`config.mk`:
```
export PLATFORM = sky130hd
export DESIGN_NAME = nmea_gga_sentence_parser
export DESIGN_NICKNAME = d
export VERILOG_FILES = /design/src/ngga_pkg.sv /design/src/nmea_gga_sentence_parser.sv
export SDC_FILE = /design/constraint.sdc
export NUM_CORES = 1
export LEC_CHECK = 0
export BUFFER_PORTS_ARGS = -buffer_cell sky130_fd_sc_hd__buf_2
export CAP_MARGIN = 30
export CORE_MARGIN = 2
export CORE_UTILIZATION = 60
export CTS_BUF_LIST = sky130_fd_sc_hd__clkbuf_8
export CTS_CLUSTER_DIAMETER = 80
export CTS_CLUSTER_SIZE = 16
export DETAILED_ROUTE_END_ITERATION = 8
export GPL_TIMING_DRIVEN = 0
export PLACE_DENSITY = 0.8
export SLEW_MARGIN = 20
export SYNTH_ARGS = -nofsm -noshare
export SYNTH_HDL_FRONTEND = slang
export SYNTH_SLANG_ARGS = --single-unit
```
`constraint.sdc`:
```
create_clock -name clk_i -period 12.45 [get_ports clk_i]
set_clock_uncertainty 0.05 [all_clocks]
set_input_delay 1.245 -clock clk_i [delete_from_list [all_inputs] [get_ports clk_i]]
set_output_delay 1.245 -clock clk_i [all_outputs]
set_load 0.02 [all_outputs]
```
`src/ngga_pkg.sv`:
```
package ngga_pkg;

  // longest line kept; a further non-terminator byte drops the line
  localparam int unsigned MaxLine = 80;
  localparam int unsigned LenW    = 7;

  localparam logic [7:0] ChCr     = 8'h0d;
  localparam logic [7:0] ChLf     = 8'h0a;
  localparam logic [7:0] ChDollar = 8'h24;
  localparam logic [7:0] ChStar   = 8'h2a;
  localparam logic [7:0] ChComma  = 8'h2c;
  localparam logic [7:0] ChDot    = 8'h2e;
  localparam logic [7:0] ChG      = 8'h47;
  localparam logic [7:0] ChA      = 8'h41;
  localparam logic [7:0] ChS      = 8'h53;
  localparam logic [7:0] ChW      = 8'h57;

  // field numbers (comma counts) of interest
  localparam logic [3:0] FldLat   = 4'd2;
  localparam logic [3:0] FldNs    = 4'd3;
  localparam logic [3:0] FldLon   = 4'd4;
  localparam logic [3:0] FldEw    = 4'd5;
  localparam logic [3:0] FldFix   = 4'd6;
  localparam logic [3:0] FldDop   = 4'd8;
  localparam logic [3:0] CommaMax = 4'd9;

  // slots of the running field values
  localparam logic [1:0] SlotLat = 2'd0;
  localparam logic [1:0] SlotLon = 2'd1;
  localparam logic [1:0] SlotFix = 2'd2;
  localparam logic [1:0] SlotDop = 2'd3;

  localparam logic [31:0] SignBit = 32'h8000_0000;
  localparam logic [31:0] NoFix   = 32'h7fff_ffff;
  localparam logic [7:0]  DopMax  = 8'hff;

  // hex value of a character, zero for anything else
  function automatic logic [3:0] hex_value(input logic [7:0] c);
    logic [7:0] t;
    begin
      t = 8'd0;
      if (c >= 8'h30 && c <= 8'h39) begin
        t = c - 8'h30;
      end else if (c >= 8'h61 && c <= 8'h66) begin
        t = c - 8'h57;
      end else if (c >= 8'h41 && c <= 8'h46) begin
        t = c - 8'h37;
      end
      return t[3:0];
    end
  endfunction

endpackage

```
`src/nmea_gga_sentence_parser.sv`:
```
// channel | valid      | ready      | payload
// rx      | rx_valid_i | rx_ready_o | rx_byte_i
// result  | res_valid_o| res_ready_i| sentence_taken_o fix_valid_o latitude_o
//         |            |            | longitude_o dilution_o
// one byte is taken per cycle while rx_ready_o is high; all per-line state updates in that cycle
// a CR/LF ending a nonempty line loads the result register, shown the next cycle
// rx stalls only while a result waits in the output register and is not taken
// asynchronous active-low reset clears the line state and the result valid
module nmea_gga_sentence_parser (
  input  logic        clk_i,
  input  logic        rst_ni,
  input  logic        rx_valid_i,
  output logic        rx_ready_o,
  input  logic [7:0]  rx_byte_i,
  output logic        res_valid_o,
  input  logic        res_ready_i,
  output logic        sentence_taken_o,
  output logic        fix_valid_o,
  output logic [31:0] latitude_o,
  output logic [31:0] longitude_o,
  output logic [7:0]  dilution_o
);

  localparam int unsigned LenW = ngga_pkg::LenW;

  // line state
  logic [LenW-1:0] len_q, len_d;
  logic            start_ok_q, start_ok_d;
  logic            type_ok_q, type_ok_d;
  logic [7:0]      xor_q, xor_d;
  logic            star_q, star_d;
  logic [LenW-1:0] star_pos_q, star_pos_d;
  logic [15:0]     last2_q, last2_d;
  logic [3:0]      commas_q, commas_d;
  logic            fstart_q, fstart_d;
  logic [31:0]     fv_q [4];
  logic [31:0]     fv_d [4];
  logic [1:0]      hemi_q, hemi_d;

  // result register
  logic        res_valid_q, res_valid_d;
  logic        taken_q, taken_d;
  logic        fix_q, fix_d;
  logic [31:0] lat_q, lat_d;
  logic [31:0] lon_q, lon_d;
  logic [7:0]  dop_q, dop_d;

  logic        accept;
  logic        eol;
  logic        emit;
  logic        clear;
  logic [7:0]  b;
  logic [7:0]  check;
  logic [7:0]  star_end;
  logic        taken;
  logic        valid;
  logic        slot_hit;
  logic [1:0]  slot;
  logic [31:0] slot_val;
  logic [31:0] slot_new;

  // output register frees in the same cycle it is drained
  assign rx_ready_o = !res_valid_q || res_ready_i;
  assign accept     = rx_valid_i && rx_ready_o;
  assign b          = rx_byte_i;
  assign eol        = (b == ngga_pkg::ChCr) || (b == ngga_pkg::ChLf);
  assign emit       = accept && eol && (len_q != '0);
  // a nonempty line ends, or an overlong line is dropped
  assign clear      = emit || (accept && !eol &&
                      ({1'b0, len_q} >= (LenW+1)'(ngga_pkg::MaxLine)));

  // end-of-line checks
  assign check    = {ngga_pkg::hex_value(last2_q[15:8]), ngga_pkg::hex_value(last2_q[7:0])};
  assign star_end = {1'b0, star_pos_q} + 8'd3;
  assign taken    = start_ok_q && type_ok_q && (len_q >= LenW'(6)) && star_q
                    && (star_end == 8'(len_q)) && (check == xor_q);
  assign valid    = taken && (fv_q[ngga_pkg::SlotFix] == 32'd1);

  // which running field a digit feeds
  always_comb begin
    slot_hit = 1'b1;
    slot     = ngga_pkg::SlotLat;
    unique case (commas_q)
      ngga_pkg::FldLat: slot = ngga_pkg::SlotLat;
      ngga_pkg::FldLon: slot = ngga_pkg::SlotLon;
      ngga_pkg::FldFix: slot = ngga_pkg::SlotFix;
      ngga_pkg::FldDop: slot = ngga_pkg::SlotDop;
      default:          slot_hit = 1'b0;
    endcase
  end

  // value*10 + digit, wrapping at 32 bits
  assign slot_val = fv_q[slot];
  assign slot_new = (slot_val << 3) + (slot_val << 1)
                    + {28'd0, ngga_pkg::hex_value(b)};

  // line state next value
  always_comb begin
    len_d      = len_q;
    start_ok_d = start_ok_q;
    type_ok_d  = type_ok_q;
    xor_d      = xor_q;
    star_d     = star_q;
    star_pos_d = star_pos_q;
    last2_d    = last2_q;
    commas_d   = commas_q;
    fstart_d   = fstart_q;
    fv_d       = fv_q;
    hemi_d     = hemi_q;

    if (clear) begin
      len_d      = '0;
      start_ok_d = 1'b0;
      type_ok_d  = 1'b0;
      xor_d      = '0;
      star_d     = 1'b0;
      star_pos_d = '0;
      last2_d    = '0;
      commas_d   = '0;
      fstart_d   = 1'b0;
      for (int i = 0; i < 4; i++) begin
        fv_d[i] = '0;
      end
      hemi_d     = '0;
    end else if (accept && !eol) begin
      if (len_q == LenW'(0)) start_ok_d = (b == ngga_pkg::ChDollar);
      if (len_q == LenW'(3)) type_ok_d  = (b == ngga_pkg::ChG);
      if (len_q == LenW'(4)) type_ok_d  = type_ok_q && (b == ngga_pkg::ChG);
      if (len_q == LenW'(5)) type_ok_d  = type_ok_q && (b == ngga_pkg::ChA);

      // checksum covers bytes after '$' up to the first star
      if ((len_q != '0) && !star_q) begin
        if (b == ngga_pkg::ChStar) begin
          star_d     = 1'b1;
          star_pos_d = len_q;
        end else begin
          xor_d = xor_q ^ b;
        end
      end
      last2_d = {last2_q[7:0], b};

      if (b == ngga_pkg::ChComma) begin
        if (commas_q < ngga_pkg::CommaMax) commas_d = commas_q + 4'd1;
        fstart_d = 1'b1;
      end else begin
        if (fstart_q) begin
          if (commas_q == ngga_pkg::FldNs && b == ngga_pkg::ChS) hemi_d[0] = 1'b1;
          if (commas_q == ngga_pkg::FldEw && b == ngga_pkg::ChW) hemi_d[1] = 1'b1;
        end
        fstart_d = 1'b0;
        if (b != ngga_pkg::ChDot && slot_hit) begin
          fv_d[slot] = slot_new;
        end
      end
      len_d = len_q + LenW'(1);
    end
  end

  // result next value
  always_comb begin
    res_valid_d = res_valid_q;
    taken_d     = taken_q;
    fix_d       = fix_q;
    lat_d       = lat_q;
    lon_d       = lon_q;
    dop_d       = dop_q;
    if (emit) begin
      res_valid_d = 1'b1;
      taken_d     = taken;
      fix_d       = valid;
      if (!taken) begin
        lat_d = '0;
        lon_d = '0;
        dop_d = '0;
      end else if (!valid) begin
        lat_d = ngga_pkg::NoFix;
        lon_d = ngga_pkg::NoFix;
        dop_d = ngga_pkg::DopMax;
      end else begin
        lat_d = fv_q[ngga_pkg::SlotLat] + (hemi_q[0] ? ngga_pkg::SignBit : 32'd0);
        lon_d = fv_q[ngga_pkg::SlotLon] + (hemi_q[1] ? ngga_pkg::SignBit : 32'd0);
        dop_d = (fv_q[ngga_pkg::SlotDop] > 32'd255) ? ngga_pkg::DopMax
                                                    : fv_q[ngga_pkg::SlotDop][7:0];
      end
    end else if (res_ready_i) begin
      res_valid_d = 1'b0;
    end
  end

  always_ff @(posedge clk_i or negedge rst_ni) begin
    if (!rst_ni) begin
      len_q       <= '0;
      start_ok_q  <= 1'b0;
      type_ok_q   <= 1'b0;
      xor_q       <= '0;
      star_q      <= 1'b0;
      star_pos_q  <= '0;
      last2_q     <= '0;
      commas_q    <= '0;
      fstart_q    <= 1'b0;
      for (int i = 0; i < 4; i++) begin
        fv_q[i] <= '0;
      end
      hemi_q      <= '0;
      res_valid_q <= 1'b0;
    end else begin
      len_q       <= len_d;
      start_ok_q  <= start_ok_d;
      type_ok_q   <= type_ok_d;
      xor_q       <= xor_d;
      star_q      <= star_d;
      star_pos_q  <= star_pos_d;
      last2_q     <= last2_d;
      commas_q    <= commas_d;
      fstart_q    <= fstart_d;
      fv_q        <= fv_d;
      hemi_q      <= hemi_d;
      res_valid_q <= res_valid_d;
    end
  end

  // result payload, no reset needed
  always_ff @(posedge clk_i) begin
    taken_q <= taken_d;
    fix_q   <= fix_d;
    lat_q   <= lat_d;
    lon_q   <= lon_d;
    dop_q   <= dop_d;
  end

  assign res_valid_o      = res_valid_q;
  assign sentence_taken_o = taken_q;
  assign fix_valid_o      = fix_q;
  assign latitude_o       = lat_q;
  assign longitude_o      = lon_q;
  assign dilution_o       = dop_q;

endmodule
```
== Yosys cells after proc, flatten, opt, wreduce, memory -nomap -nowiden ==
Cells that the tools add are included.

* Flip-flop bits (word level): 251
* Input port bits: 12
* Output and inout bits: 76
* Word-level logic and storage cells: 212

* $add $sub $neg: 16
* Order comparisons: 24
* Equal/unequal tests: 24
* Muxes and demuxes: 66
* Bitwise operators: 2
* Reductions and logical operators: 57

{| class="wikitable"
|+ Operators with widths
! kind !! number
|-
| $mux 128 || 4
|-
| $bwmux 128 || 1
|-
| $mux 31 || 4
|-
| $add 32x32->32 || 3
|-
| $mux 32 || 3
|-
| $bmux 32 s2 || 1
|-
| $demux 32 s2 || 1
|-
| $mux 4 || 13
|-
| $ge 8x7->1 const B || 6
|-
| $le 8x7->1 const B || 6
|-
| $mux 8 || 6
|-
| $mux 7 || 6
|-
| $add 32x4->32 || 1
|-
| $eq 32x1->1 const B || 1
|-
| $eq 8x7->1 const B || 4
|-
| $gt 32x8->1 const B || 1
|-
| $mux 16 || 2
|-
| $logic_and 1x1->1 || 27
|-
| $eq 8x6->1 const B || 3
|-
| $ge 8x6->1 const B || 3
|-
| $le 8x6->1 const B || 3
|-
| $sub 4x3->4 const B || 6
|-
| $reduce_bool 2->1 || 11
|-
| $mux 1 || 20
|-
| other kinds (32) || 53
|}

== Logic depth before layout (Yosys ltp) ==
Gate-level depths: netlist of run 1.

* Word-level depth: 13
* Depth in mapped cells: 20
* Gate-level depth less buffers: 20

== Worst setup path before layout of run 1 ==
Ideal clock, no wire load.

* Path type: in2reg
* Start point: input port rx_byte_i[3]
* End point: register dop_q[0] (netlist: dilution_o[0]) (enable)
* Library setup time: 0.597 ns
* Arrival: 7.295 ns
* Data required time: 11.803 ns
* Path slack: 4.509 ns
* Stages on the path: 5
* Buffers on the path: 1
* Cells stage by stage: buf_2 -> or4b_1 -> nor3_1 -> inv_1 -> nor3_1

* Cells in the longest elaborated chain, start to end: 4
* Elaborated cells between the ends (all ways): 5
* Those cells by class: eq/ne: 2; reduce/logical: 3

{| class="wikitable"
|+ Ends and longest elaborated chain
! what !! line !! RTL
|-
| start, declared || nmea_gga_sentence_parser.sv:14 || <nowiki>input logic [7:0] rx_byte_i,</nowiki>
|-
| $eq 8x4->1 || nmea_gga_sentence_parser.sv:66 || <nowiki>assign eol = (b == ngga_pkg::ChCr) || (b == ngga_pkg::ChLf);</nowiki>
|-
| $logic_or 1x1->1 (*) || nmea_gga_sentence_parser.sv:66 ||
|-
| $logic_and 1x1->1 (*) (2 in series) || nmea_gga_sentence_parser.sv:67 || <nowiki>assign emit = accept && eol && (len_q != '0);</nowiki>
|-
| via emit || nmea_gga_sentence_parser.sv:50 || <nowiki>logic emit;</nowiki>
|-
| end signal, assigned || nmea_gga_sentence_parser.sv:228 || <nowiki>dop_q <= dop_d;</nowiki>
|-
| end, declared || nmea_gga_sentence_parser.sv:46 || <nowiki>logic [7:0] dop_q, dop_d;</nowiki>
|}

The timed path passes the listed nets; every way through them passes the cells marked *.
A chain may end at the register's enable or synchronous reset.

== Worst setup path in the final report of run 1 ==
* Start point: register commas_q[1]
* End point: register fv_q[58] in the netlist's numbering

* Cells in the longest elaborated chain, start to end: 13
* Elaborated cells between the ends (all ways): 26
* Those cells by class: add/sub: 2; order compare: 2; eq/ne: 4; mux: 12; bitwise: 1; reduce/logical: 5

{| class="wikitable"
|+ Ends and longest elaborated chain
! what !! line !! RTL
|-
| start, declared || nmea_gga_sentence_parser.sv:34 || <nowiki>logic [3:0] commas_q, commas_d;</nowiki>
|-
| start signal, assigned || nmea_gga_sentence_parser.sv:214 || <nowiki>commas_q <= commas_d;</nowiki>
|-
| $eq 4x4->1 or $eq 4x3->1 (tied branches) || nmea_gga_sentence_parser.sv:83 || <nowiki>unique case (commas_q)</nowiki>
|-
| $pmux 2 s3 || nmea_gga_sentence_parser.sv:83 ||
|-
| $not 2->3 (not written as such) || nmea_gga_sentence_parser.sv:93, nmea_gga_sentence_parser.sv:152 ||
|-
| $bmux 32 s2 || nmea_gga_sentence_parser.sv:93 || <nowiki>assign slot_val = fv_q[slot];</nowiki>
|-
| $mux 31 (not written as such) (2 in series) || nmea_gga_sentence_parser.sv:93 ||
|-
| $add 32x32->32 || nmea_gga_sentence_parser.sv:94 || <nowiki>assign slot_new = (slot_val << 3) + (slot_val << 1)</nowiki>
|-
| $add 32x4->32 || nmea_gga_sentence_parser.sv:95 || <nowiki>+ {28'd0, ngga_pkg::hex_value(b)};</nowiki>
|-
| $bwmux 128 || nmea_gga_sentence_parser.sv:152 || <nowiki>fv_d[slot] = slot_new;</nowiki>
|-
| $mux 128 || nmea_gga_sentence_parser.sv:151 || <nowiki>if (b != ngga_pkg::ChDot && slot_hit) begin</nowiki>
|-
| $mux 128 || nmea_gga_sentence_parser.sv:142 || <nowiki>if (b == ngga_pkg::ChComma) begin</nowiki>
|-
| $mux 128 || nmea_gga_sentence_parser.sv:125 || <nowiki>end else if (accept && !eol) begin</nowiki>
|-
| $mux 128 || nmea_gga_sentence_parser.sv:111 || <nowiki>if (clear) begin</nowiki>
|-
| end signal, assigned || nmea_gga_sentence_parser.sv:216 || <nowiki>fv_q <= fv_d;</nowiki>
|-
| end, declared || nmea_gga_sentence_parser.sv:36 || <nowiki>logic [31:0] fv_q [4];</nowiki>
|}

Parallel ways exist; a longest one is shown, timed or not. The select of a mux whose other input is x is not followed.

==> results of run 1 <==
registers in the layout, summed over array words and instances, names as in the netlist, 7 cells and up:
register,count
longitude_o,32
fv_q,128
xor_q,8
dilution_o,8
latitude_o,32
last2_q,16
len_q,7
star_pos_q,7
cells in the mapped netlist (8+ instances only):
master,number
nand2_1,83
o21ai_0,50
a21o_1,8
a211oi_1,18
and3_1,9
mux2i_1,15
nor3_1,34
inv_1,38
a21boi_0,9
nand2b_1,13
nand3_1,12
ha_1,78
o22ai_1,28
o21a_1,71
buf_2,23
edfxtp_1,74
nor4_1,16
xor2_1,22
a22o_1,117
o211ai_1,8
nor2_1,112
dfrtp_1,177
a21oi_1,59
xnor2_1,25
clkbuf_1,33
nand4_1,10
cells by family after synthesis:
family | after synthesis | share of synthesized area, %
XOR/XNOR | 48 | 3.266
flip-flops | 251 | 49.89
adder cells (fa/ha/maj) | 80 | 7.621
multiplexers | 17 | 1.295
buffers and inverters | 99 | 3.060
AO/OA/AOI/OAI | 412 | 22.31
AND/OR/NAND/NOR | 340 | 12.56
stage by stage:
step / hold slack [ps] / total power, mW / std cells / utilization (%) / setup slack [ps]
floorplan: 399.8 / 2.119 / 1247 / - / 4509
global placement: 410.1 / 2.460 / 1613 / 64.67 / 2422
detailed placement: 420.9 / 2.511 / 1623 / 65.15 / 6738
CTS: 445.8 / 2.916 / 1655 / 66.60 / 6727
global route: 475.5 / 3.136 / 1657 / 66.66 / 6223
finish: 461.9 / 2.941 / 1657 / 66.66 / 6564
area by class of cell:
type | instances | share of cell area [%]
clock inverters | 13 | 0.3785
plain buffers | 61 | 1.823
well taps | 280 | 2.408
flip-flops and latches | 251 | 45.72
inverters | 38 | 0.9806
clock buffers | 19 | 1.798
multi-input cells | 897 | 43.15
repair buffers | 98 | 3.733
placed cells by master, fill, tap and decap left out, types with 9 or more instances in the layout:
cell and n:
a211oi_1 18, a21boi_0 9, a21oi_1 59, a22o_1 117
and3_1 9, buf_2 110, clkbuf_1 33, clkbuf_8 19
dfrtp_1 177, edfxtp_1 74, ha_1 78, inv_1 49
mux2i_1 15, nand2_1 83, nand2b_1 13, nand3_1 12
nand4_1 10, nor2_1 112, nor3_1 33, nor4_1 16
o21a_1 71, o21ai_0 50, o22ai_1 28, xnor2_1 25
xor2_1 22
critical path: stages, from the launching register on:
cell and delay, ps:
dfrtp_1 430, inv_1 130, ha_1 290, nor2_1 100, o21ai_2 570, clkbuf_1 660
nor2_1 80, a211oi_1 390, ha_1 310, ha_1 350, a21oi_1 330, o21a_1 180
a21oi_1 130, o41a_1 450, o21ai_0 490, o21ai_0 210, xnor2_1 440, o21ai_0 160
worst max-delay path by stage:
stage | from | slack [ps] | end | cells after the start
after floorplan | rx_byte_i[3] | 4510 | dilution_o[0] | 5
after global placement | rx_byte_i[4] | 2420 | longitude_o[18] | 5
after detailed placement | commas_q[0] | 6740 | fv_q[90] | 17
after CTS | commas_q[0] | 6730 | fv_q[122] | 17
after global routing | commas_q[0] | 6220 | fv_q[58] | 17
final | commas_q[1] | 6560 | fv_q[58] | 17
power by group:
part / total, mW / internal, mW / switching [mW]
logic: 1.47 / 0.560 / 0.909
clock network: 0.413 / 0.144 / 0.269
registers: 1.06 / 0.951 / 0.109
metal layers:
metal  track usage (%)  share of wire (%)  wire [µm]
met3             4.962                9.2       3265
met1             46.65                 45      15930
met2             44.75                 44      15450
met4             8.333                2.4        850
met5                 0                  0          0
==> flow_summary.toml, run 1 <==
[run_status]
outcome = "complete, no violations"

[cts]
cts-buffers-inserted = 19
cts_resized = 0
insertion_delay_ps = 560
cts_hold_buf = 0
cts_tree = "done"
cts_htree_levels = 1
clk_pin_slew_ps = 110
cts_setup_buffers = 0
cts_max_path_buffers = 3
clock-sinks = 251
cts_root_buf = "clkbuf_8"

[yosys]
synth_area_leaders = "dfrtp_1 33%, edfxtp_1 17%, a22o_1 7.7%, ha_1 7.3%, o21a_1 4.0%"
yosysUniqueCellTypes = 74
synth_top_cell_by_area = "dfrtp_1"
yosys_most_used_dff = "dfrtp_1"
ys_seq_area_share_pct = 49.89
yosysWarnings = 0
synthCells = 1247
async_flop_share_pct = 70.52
synth_area_mm2 = 0.01333
synth_nets = 1339
synth_edf_count = 74
synth.ff_latch_count = 251
synth_area_per_cell_um2 = 10.69
synth_top_cell_area_share_pct = 33.22

[route]
antenna_left = 0
via_per_inst = 6.496
routed_wirelength_um = 35490
drt_iter0_drc = 1020
drcViolationCount = 0
vias = 10764
avgRoutedWirePerCell_um = 21.42
drt_pass1_iterations = 5

[sta]
tightest_slew_ps = 1005
slew_violations = 0
fin_crit_ps = 5886
hold_viol = 0
setup_viol = 0
slew_headroom_pct = 32.86
clock.fmax_mhz = 169.9
rsz0062_at_grt = "false"
tns_ps = 0
timing.final.crit_share_pct = 47.27

[layout]
fillers = 1715
multi_input_area_mm2 = 0.006277
n_antenna_cell = 0
seqCellArea_mm2 = 0.006651
fin_area_mm2 = 0.01455
fin_nets = 1458
areaGrowthSynthToFinish_pct = 9.113
drive_above_1_share_pct = 11.69

[worst_setup_path]
r2r_slack_ps = 6560
rr_startpoint = "commas_q[1]"
path_class = "reg -> reg"
reg2reg_to = "fv_q[58]"
cp.arrival_ps = 6250
endpoint_kind = "flop"
required_ps = 12820
worstPathMaxFanout = 10
startpoint_type = "flop"
worstRegToRegCells = 17

[worst_hold_path]
min_path_type = "reg -> reg"
worstHoldEndpoint = "fv_q[3]"
min-delay-start = "fv_q[3]"
min_path_cells = 2

[die]
io_pins = 88
die-area_mm2 = 0.02343
die_x_um = 153.1
rows = 54
initial_core_util_pct = 61.09
coreArea_mm2 = 0.02182
die_height_um = 153.1

[global_route]
grt_max_degree = 90
globalRouteOverflowTotal = 0
track_usage_pct = 30.29
grt_pass1_vias = 10339
grt_first_pass_wirelength_um = 56810
antenna_found_initial = 0

[run]
cap_violations = 0

[place]
routabilityCongestion = 0.9415
io_buffers = 86
placed_area_mm2 = 0.01422
dp_hpwl_um = 26030

[pwr]
power.density_mw_per_mm2 = 202.2
peakVddDrop_mv = 0.1079
p_leak_nw = 6.834
No activity file was read; power rests on OpenSTA's default activity.
==> run 2: changes to the inputs <==
--- a/config.mk
+++ b/config.mk
@@ -5,6 +5,7 @@
 export SDC_FILE = /design/constraint.sdc
 export NUM_CORES = 1
 export LEC_CHECK = 0
+export ABC_AREA = 1
 export BUFFER_PORTS_ARGS = -buffer_cell sky130_fd_sc_hd__buf_2
 export CAP_MARGIN = 30
 export CORE_MARGIN = 2
==> constraint.sdc (replaced) <==
create_clock -name clk_i -period 5.94 [get_ports clk_i]
set_clock_uncertainty 0.05 [all_clocks]
set_input_delay 0.594 -clock clk_i [delete_from_list [all_inputs] [get_ports clk_i]]
set_output_delay 0.594 -clock clk_i [all_outputs]
set_load 0.02 [all_outputs]
==> run 2 against run 1 <==
Effect of this change:
- via count up 16%
- final cell count is 30% higher
- synthesized cell count is 38% higher
- area after synthesis rose by 4.9%
- final area grew 5.1%
- fmax increased by 5.1%
- wire length is 12% higher
- non-clock buffer count fell by 19
- clock-buffer cell count is 1 higher
- critical path depth grew 2
- largest cell class unchanged
- highest routed layer unchanged
==> flow_summary.toml, run 2 <==
[global_route]
antenna_found_initial = 0
grt_max_degree = 74
track_usage_pct = 33.00
grt_pass1_vias = 11747
globalRouteOverflowTotal = 0
grt_first_pass_wirelength_um = 62800

[worst_setup_path]
rr_startpoint = "commas_q[0]"
crit_chain = "inv_1 -> ha_1 -> nand2_1 -> nor2_1 -> clkinv_1 -> clkbuf_1 -> o21a_1 -> inv_1 -> fa_1 -> fa_1 -> inv_1 -> nand3_1 -> nand2_1 -> a21boi_0 -> o21ai_0 -> a21oi_1 -> xnor2_1 -> nand2_1 -> nand2_1"
slowest_delay_ps = 490
endpoint_kind = "flop"
cp.arrival_ps = 6050
required_ps = 6400
crit_start = "commas_q[0]"
startpoint_type = "flop"
worstPathMaxFanout = 10
path_class = "reg -> reg"
slowest_stage = "o21ai_0"
path_common_cell = "nand2_1"

[yosys]
synth_area_leaders = "dfrtp_1 32%, edfxtp_1 16%, nand2_1 9.8%, ha_1 7.0%, nor2_1 6.4%"
synth_area_mm2 = 0.01399
async_flop_share_pct = 70.52
synth_commonest_cells = "365 x nand2_1, 239 x nor2_1, 203 x inv_1, 177 x dfrtp_1, 122 x nand3_1"
synthAdderAreaFrac_pct = 7.263
synthSimpleGateAreaFrac_pct = 24.61
synth_top_cell_by_area = "dfrtp_1"
synth_most_common_cell = "nand2_1"
synthCells = 1716
synth_top_cell_area_share_pct = 31.66
yosys_most_used_dff = "dfrtp_1"
synth_area_per_cell_um2 = 8.152
synth.ff_latch_count = 251
yosysWarnings = 0
synth-xor-area-share_pct = 1.252
synth_compound_area_share_pct = 11.69
yosysUniqueCellTypes = 44
ys_seq_area_share_pct = 47.55
synth_top_family_by_area = "simple AND/OR/NAND/NOR gates"
synth_edf_count = 74
synth_nets = 1808
synth.mux.area_fraction_pct = 0

[route]
via_per_inst = 5.812
antenna_left = 0
drt_iter0_drc = 1373
drt_pass1_iterations = 6
avgRoutedWirePerCell_um = 18.50
drcViolationCount = 0
routed_wirelength_um = 39850
vias = 12519

[layout]
regMostFlops = "fv_q"
areaGrowthSynthToFinish_pct = 9.275
final_common_cell = "nand2_1"
largest_register_ff_count = 128
layout_common_cells = "365 x nand2_1, 238 x nor2_1, 214 x inv_1"
fin_area_mm2 = 0.01529
post-route-util_pct = 67.11
n_antenna_cell = 0
fin_nets = 1921
fillers = 1941
drive_above_1_share_pct = 10.10

[cts]
cts-buffers-inserted = 20
clock-sinks = 251
cts_tree = "done"
cts_htree_levels = 1
cts_max_path_buffers = 3
clk_pin_slew_ps = 100
cts_setup_buffers = 0
insertion_delay_ps = 580
cts_root_buf = "clkbuf_8"

[sta]
slew_headroom_pct = 48.48
slew_violations = 0
rsz0062_at_grt = "false"
fin_crit_ps = 5599
clock.fmax_mhz = 178.6
tns_ps = 0
timing.final.crit_share_pct = 94.25
tightest_slew_ps = 772.8
setup_viol = 0
hold_viol = 0

[run]
cap_violations = 0

[die]
rows = 55
coreArea_mm2 = 0.02278
die_height_um = 156.7
initial_core_util_pct = 61.41
io_pins = 88
die-area_mm2 = 0.02455
die_x_um = 156.7

[place]
dp_hpwl_um = 31210
routabilityCongestion = 1.015
placed_area_mm2 = 0.01492
io_buffers = 86

[worst_hold_path]
min-delay-start = "rx_byte_i[6]"
min_path_type = "in -> reg"

[run_status]
outcome = "complete, no violations"
## run 2: changes by cell type after synthesis, sizes merged, moves of 67 or more
cell	change
nand3	+110
nor2	+135
nand2	+295
inv	+180
a22o	-116
o21a	-67
## run 2: area by class of cell
class	instances	area [µm²]	area share, %
repair buffers	91	545.5	3.569
inverters	221	832.0	5.443
flip-flops and latches	251	6651	43.51
well taps	313	391.6	2.562
clock buffers	20	275.3	1.801
clock inverters	14	77.57	0.5075
plain buffers	49	236.5	1.547
multi-input cells	1195	6276	41.06
## run 2: metal layers
metal	wire (µm)	GRT usage (%)
met4	1319	10.05
met5	0	0
met3	3425	5.594
met1	16740	45.51
met2	18360	53.83
## run 2: critical path: cells and delay by family (launching register included)
kind | cells | cell delay [ps]
XOR/XNOR | 1 | 460
adder cells (fa/ha/maj) | 3 | 1260
AO/OA/AOI/OAI | 4 | 1130
flip-flops | 1 | 430
buffers and inverters | 5 | 1220
AND/OR/NAND/NOR | 6 | 990
## run 2: path summary, 6_finish.rpt
path / end / cells after the start / slack (ps)
min: xor_q[6] / 3 / 260
min in group asynchronous: len_q[1] / 2 / 420
max: fv_q[82] / 19 / 340
min reg2reg: fv_q[63] / 2 / 460
max reg2reg: fv_q[82] / 19 / 340
max in group asynchronous: fv_q[56] / 4 / 4370
## run 2: what timing repair did
action | in CTS | in global routing
hold buffers | 1 | 0
gates resized for setup | 0 | 0
endpoints found under the hold margin | 35 | 0
## run 2: through the flow
| step | hold WS [ps] | std cells | worst slack [ps] |
|---|---|---|---|
| after floorplan | 248.4 | 1716 | 190.1 |
| after global placement | 415.8 | 2115 | -1792 |
| after detailed placement | 423.8 | 2119 | 516.9 |
| after CTS | 232.9 | 2154 | 478.9 |
| after global routing | 273.2 | 2154 | 92.90 |
| final | 258.8 | 2154 | 341.3 |
## run 2: cells by family (layout without fill, tap and decap cells)
| family | after synthesis | in the layout |
|---|---|---|
| buf+inv | 270 | 395 |
| fa+ha+maj | 80 | 80 |
| flops | 251 | 251 |
| simple gates | 813 | 813 |
| xor+xnor | 20 | 20 |
| compound gates | 282 | 282 |
Power of run 2 is not shown: default switching activity piles up to over one toggle a cycle in this logic, so the estimate is an artifact.
==> run 3: changes to the inputs <==
--- a/config.mk
+++ b/config.mk
@@ -6,8 +6,7 @@
 export NUM_CORES = 1
 export LEC_CHECK = 0
 export ABC_AREA = 1
-export BUFFER_PORTS_ARGS = -buffer_cell sky130_fd_sc_hd__buf_2
-export CAP_MARGIN = 30
+export BUFFER_PORTS_ARGS = -buffer_cell sky130_fd_sc_hd__buf_4
 export CORE_MARGIN = 2
 export CORE_UTILIZATION = 60
 export CTS_BUF_LIST = sky130_fd_sc_hd__clkbuf_8
==> run 3 against run 2 <==
Effect of this change:
- global-route usage fell by 0.26 points
- first-iteration DRC count is 12% higher
- final cell count barely moved
- critical path type unchanged
==> flow_summary.toml, run 3 (same netlist as run 2, synthesis figures left out) <==
[cts]
cts_htree_levels = 1
cts-buffers-inserted = 20
cts_max_path_buffers = 3
cts_setup_buffers = 0
clock-sinks = 251
insertion_delay_ps = 560
cts_tree = "done"
cts_root_buf = "clkbuf_8"
clk_pin_slew_ps = 100

[die]
coreArea_mm2 = 0.02278
die_height_um = 156.7
initial_core_util_pct = 61.41
io_pins = 88
rows = 55
die-area_mm2 = 0.02455
die_x_um = 156.7

[sta]
rsz0062_at_grt = "false"
hold_viol = 0
setup_viol = 0
slew_violations = 0
tightest_slew_ps = 774.4
fin_crit_ps = 5613
timing.final.crit_share_pct = 94.50
clock.fmax_mhz = 178.1
slew_headroom_pct = 48.25

[worst_setup_path]
worstPathMaxFanout = 10
path_class = "reg -> reg"
required_ps = 6380
endpoint_kind = "flop"
startpoint_type = "flop"
cp.arrival_ps = 6060

[global_route]
globalRouteOverflowTotal = 0
grt_max_degree = 67
track_usage_pct = 32.74
grt_pass1_vias = 11715
antenna_found_initial = 0
grt_first_pass_wirelength_um = 62210

[place]
routabilityCongestion = 1.041
io_buffers = 86
placed_area_mm2 = 0.01514
dp_hpwl_um = 31190

[route]
via_per_inst = 5.811
drcViolationCount = 0
routed_wirelength_um = 39900
avgRoutedWirePerCell_um = 18.51
drt_pass1_iterations = 8
drt_iter0_drc = 1542
vias = 12523
antenna_left = 0

[layout]
n_antenna_cell = 0
largest_register_ff_count = 128
fin_nets = 1921
drive_above_1_share_pct = 10.26
areaGrowthSynthToFinish_pct = 11.09
layout_common_cells = "365 x nand2_1, 238 x nor2_1, 212 x inv_1"
final_common_cell = "nand2_1"
regMostFlops = "fv_q"
fin_area_mm2 = 0.01554

[run_status]
outcome = "complete, no violations"

[run]
cap_violations = 0

[worst_hold_path]
min_path_type = "in -> reg"
==> run 3: changes by cell type in the layout (fill, tap and decap cells not counted), sizes merged <==
cell and change:
inv -2, clkinv -1, clkinvlp +1, bufinv +1, clkbuf +2
==> run 3: metal layers <==
metal / track usage [%] / vias up / part of all wire (%)
met5: 0 / - / 0
met4: 9.873 / 0 / 3.0
met3: 5.566 / 86 / 9.3
met2: 53.32 / 639 / 46
met1: 45.27 / 5850 / 42
li1: - / 5948 / -
==> run 3: metrics by stage <==
| step | utilization [%] | TNS, ps | worst slack, ps | std cells | hold slack, ps |
|---|---|---|---|---|---|
| global route | 68.22 | 0 | 154.7 | 2155 | 290.0 |
| detailed placement | 66.48 | 0 | 390.1 | 2119 | 419.6 |
| global placement | 65.97 | -320080 | -1874 | 2115 | 415.3 |
| floorplan | - | 0 | 190.1 | 1716 | 248.4 |
| finish | 68.22 | 0 | 326.7 | 2155 | 264.3 |
| CTS | 68.22 | 0 | 366.0 | 2155 | 252.9 |
==> run 3: repair_timing <==
item | in CTS | in global routing
hold buffers | 1 | 0
hold endpoints to repair | 49 | 0
setup endpoints to repair | 0 | 4
resized for setup | 0 | 1
==> run 3: cell type report <==
type                       count  area, µm²
inverter                     221      832.0
clock buffer                  22      302.8
timing repair buffer          91      765.7
multi-input combinational   1195       6276
clock inverter                13      83.83
fill                        1846       7238
buffer                        49      236.5
sequential                   251       6651
tap                          313      391.6
==> run 3: critical path, cell delays in order, from the launching register on <==
cell and delay, ps:
dfrtp_1 430, inv_1 150, ha_1 280, nand2_2 100
nor2_2 500, inv_1 360, clkbuf_1 370, o22ai_1 290
a221oi_1 140, ha_1 360, ha_1 230, inv_1 70
fa_1 410, inv_1 150, nand3_1 80, nand2_1 130
a21boi_0 200, o21ai_1 420, a21oi_1 160, xnor2_1 480
nand2_1 100, nand2_1 80
==> run 3: final timing paths <==
kind / endpoint / slack, ps / cells after the start / start
min reg2reg: fv_q[31] / 470 / 2 / fv_q[31]
max reg2reg: fv_q[82] / 330 / 21 / commas_q[0]
min: res_valid_o / 260 / 4 / res_ready_i
min in group asynchronous: last2_q[11] / 480 / 2 / rst_ni
max: fv_q[82] / 330 / 21 / commas_q[0]
max in group asynchronous: fv_q[119] / 4350 / 4 / rst_ni
Power of run 3 is left out for the same reason.
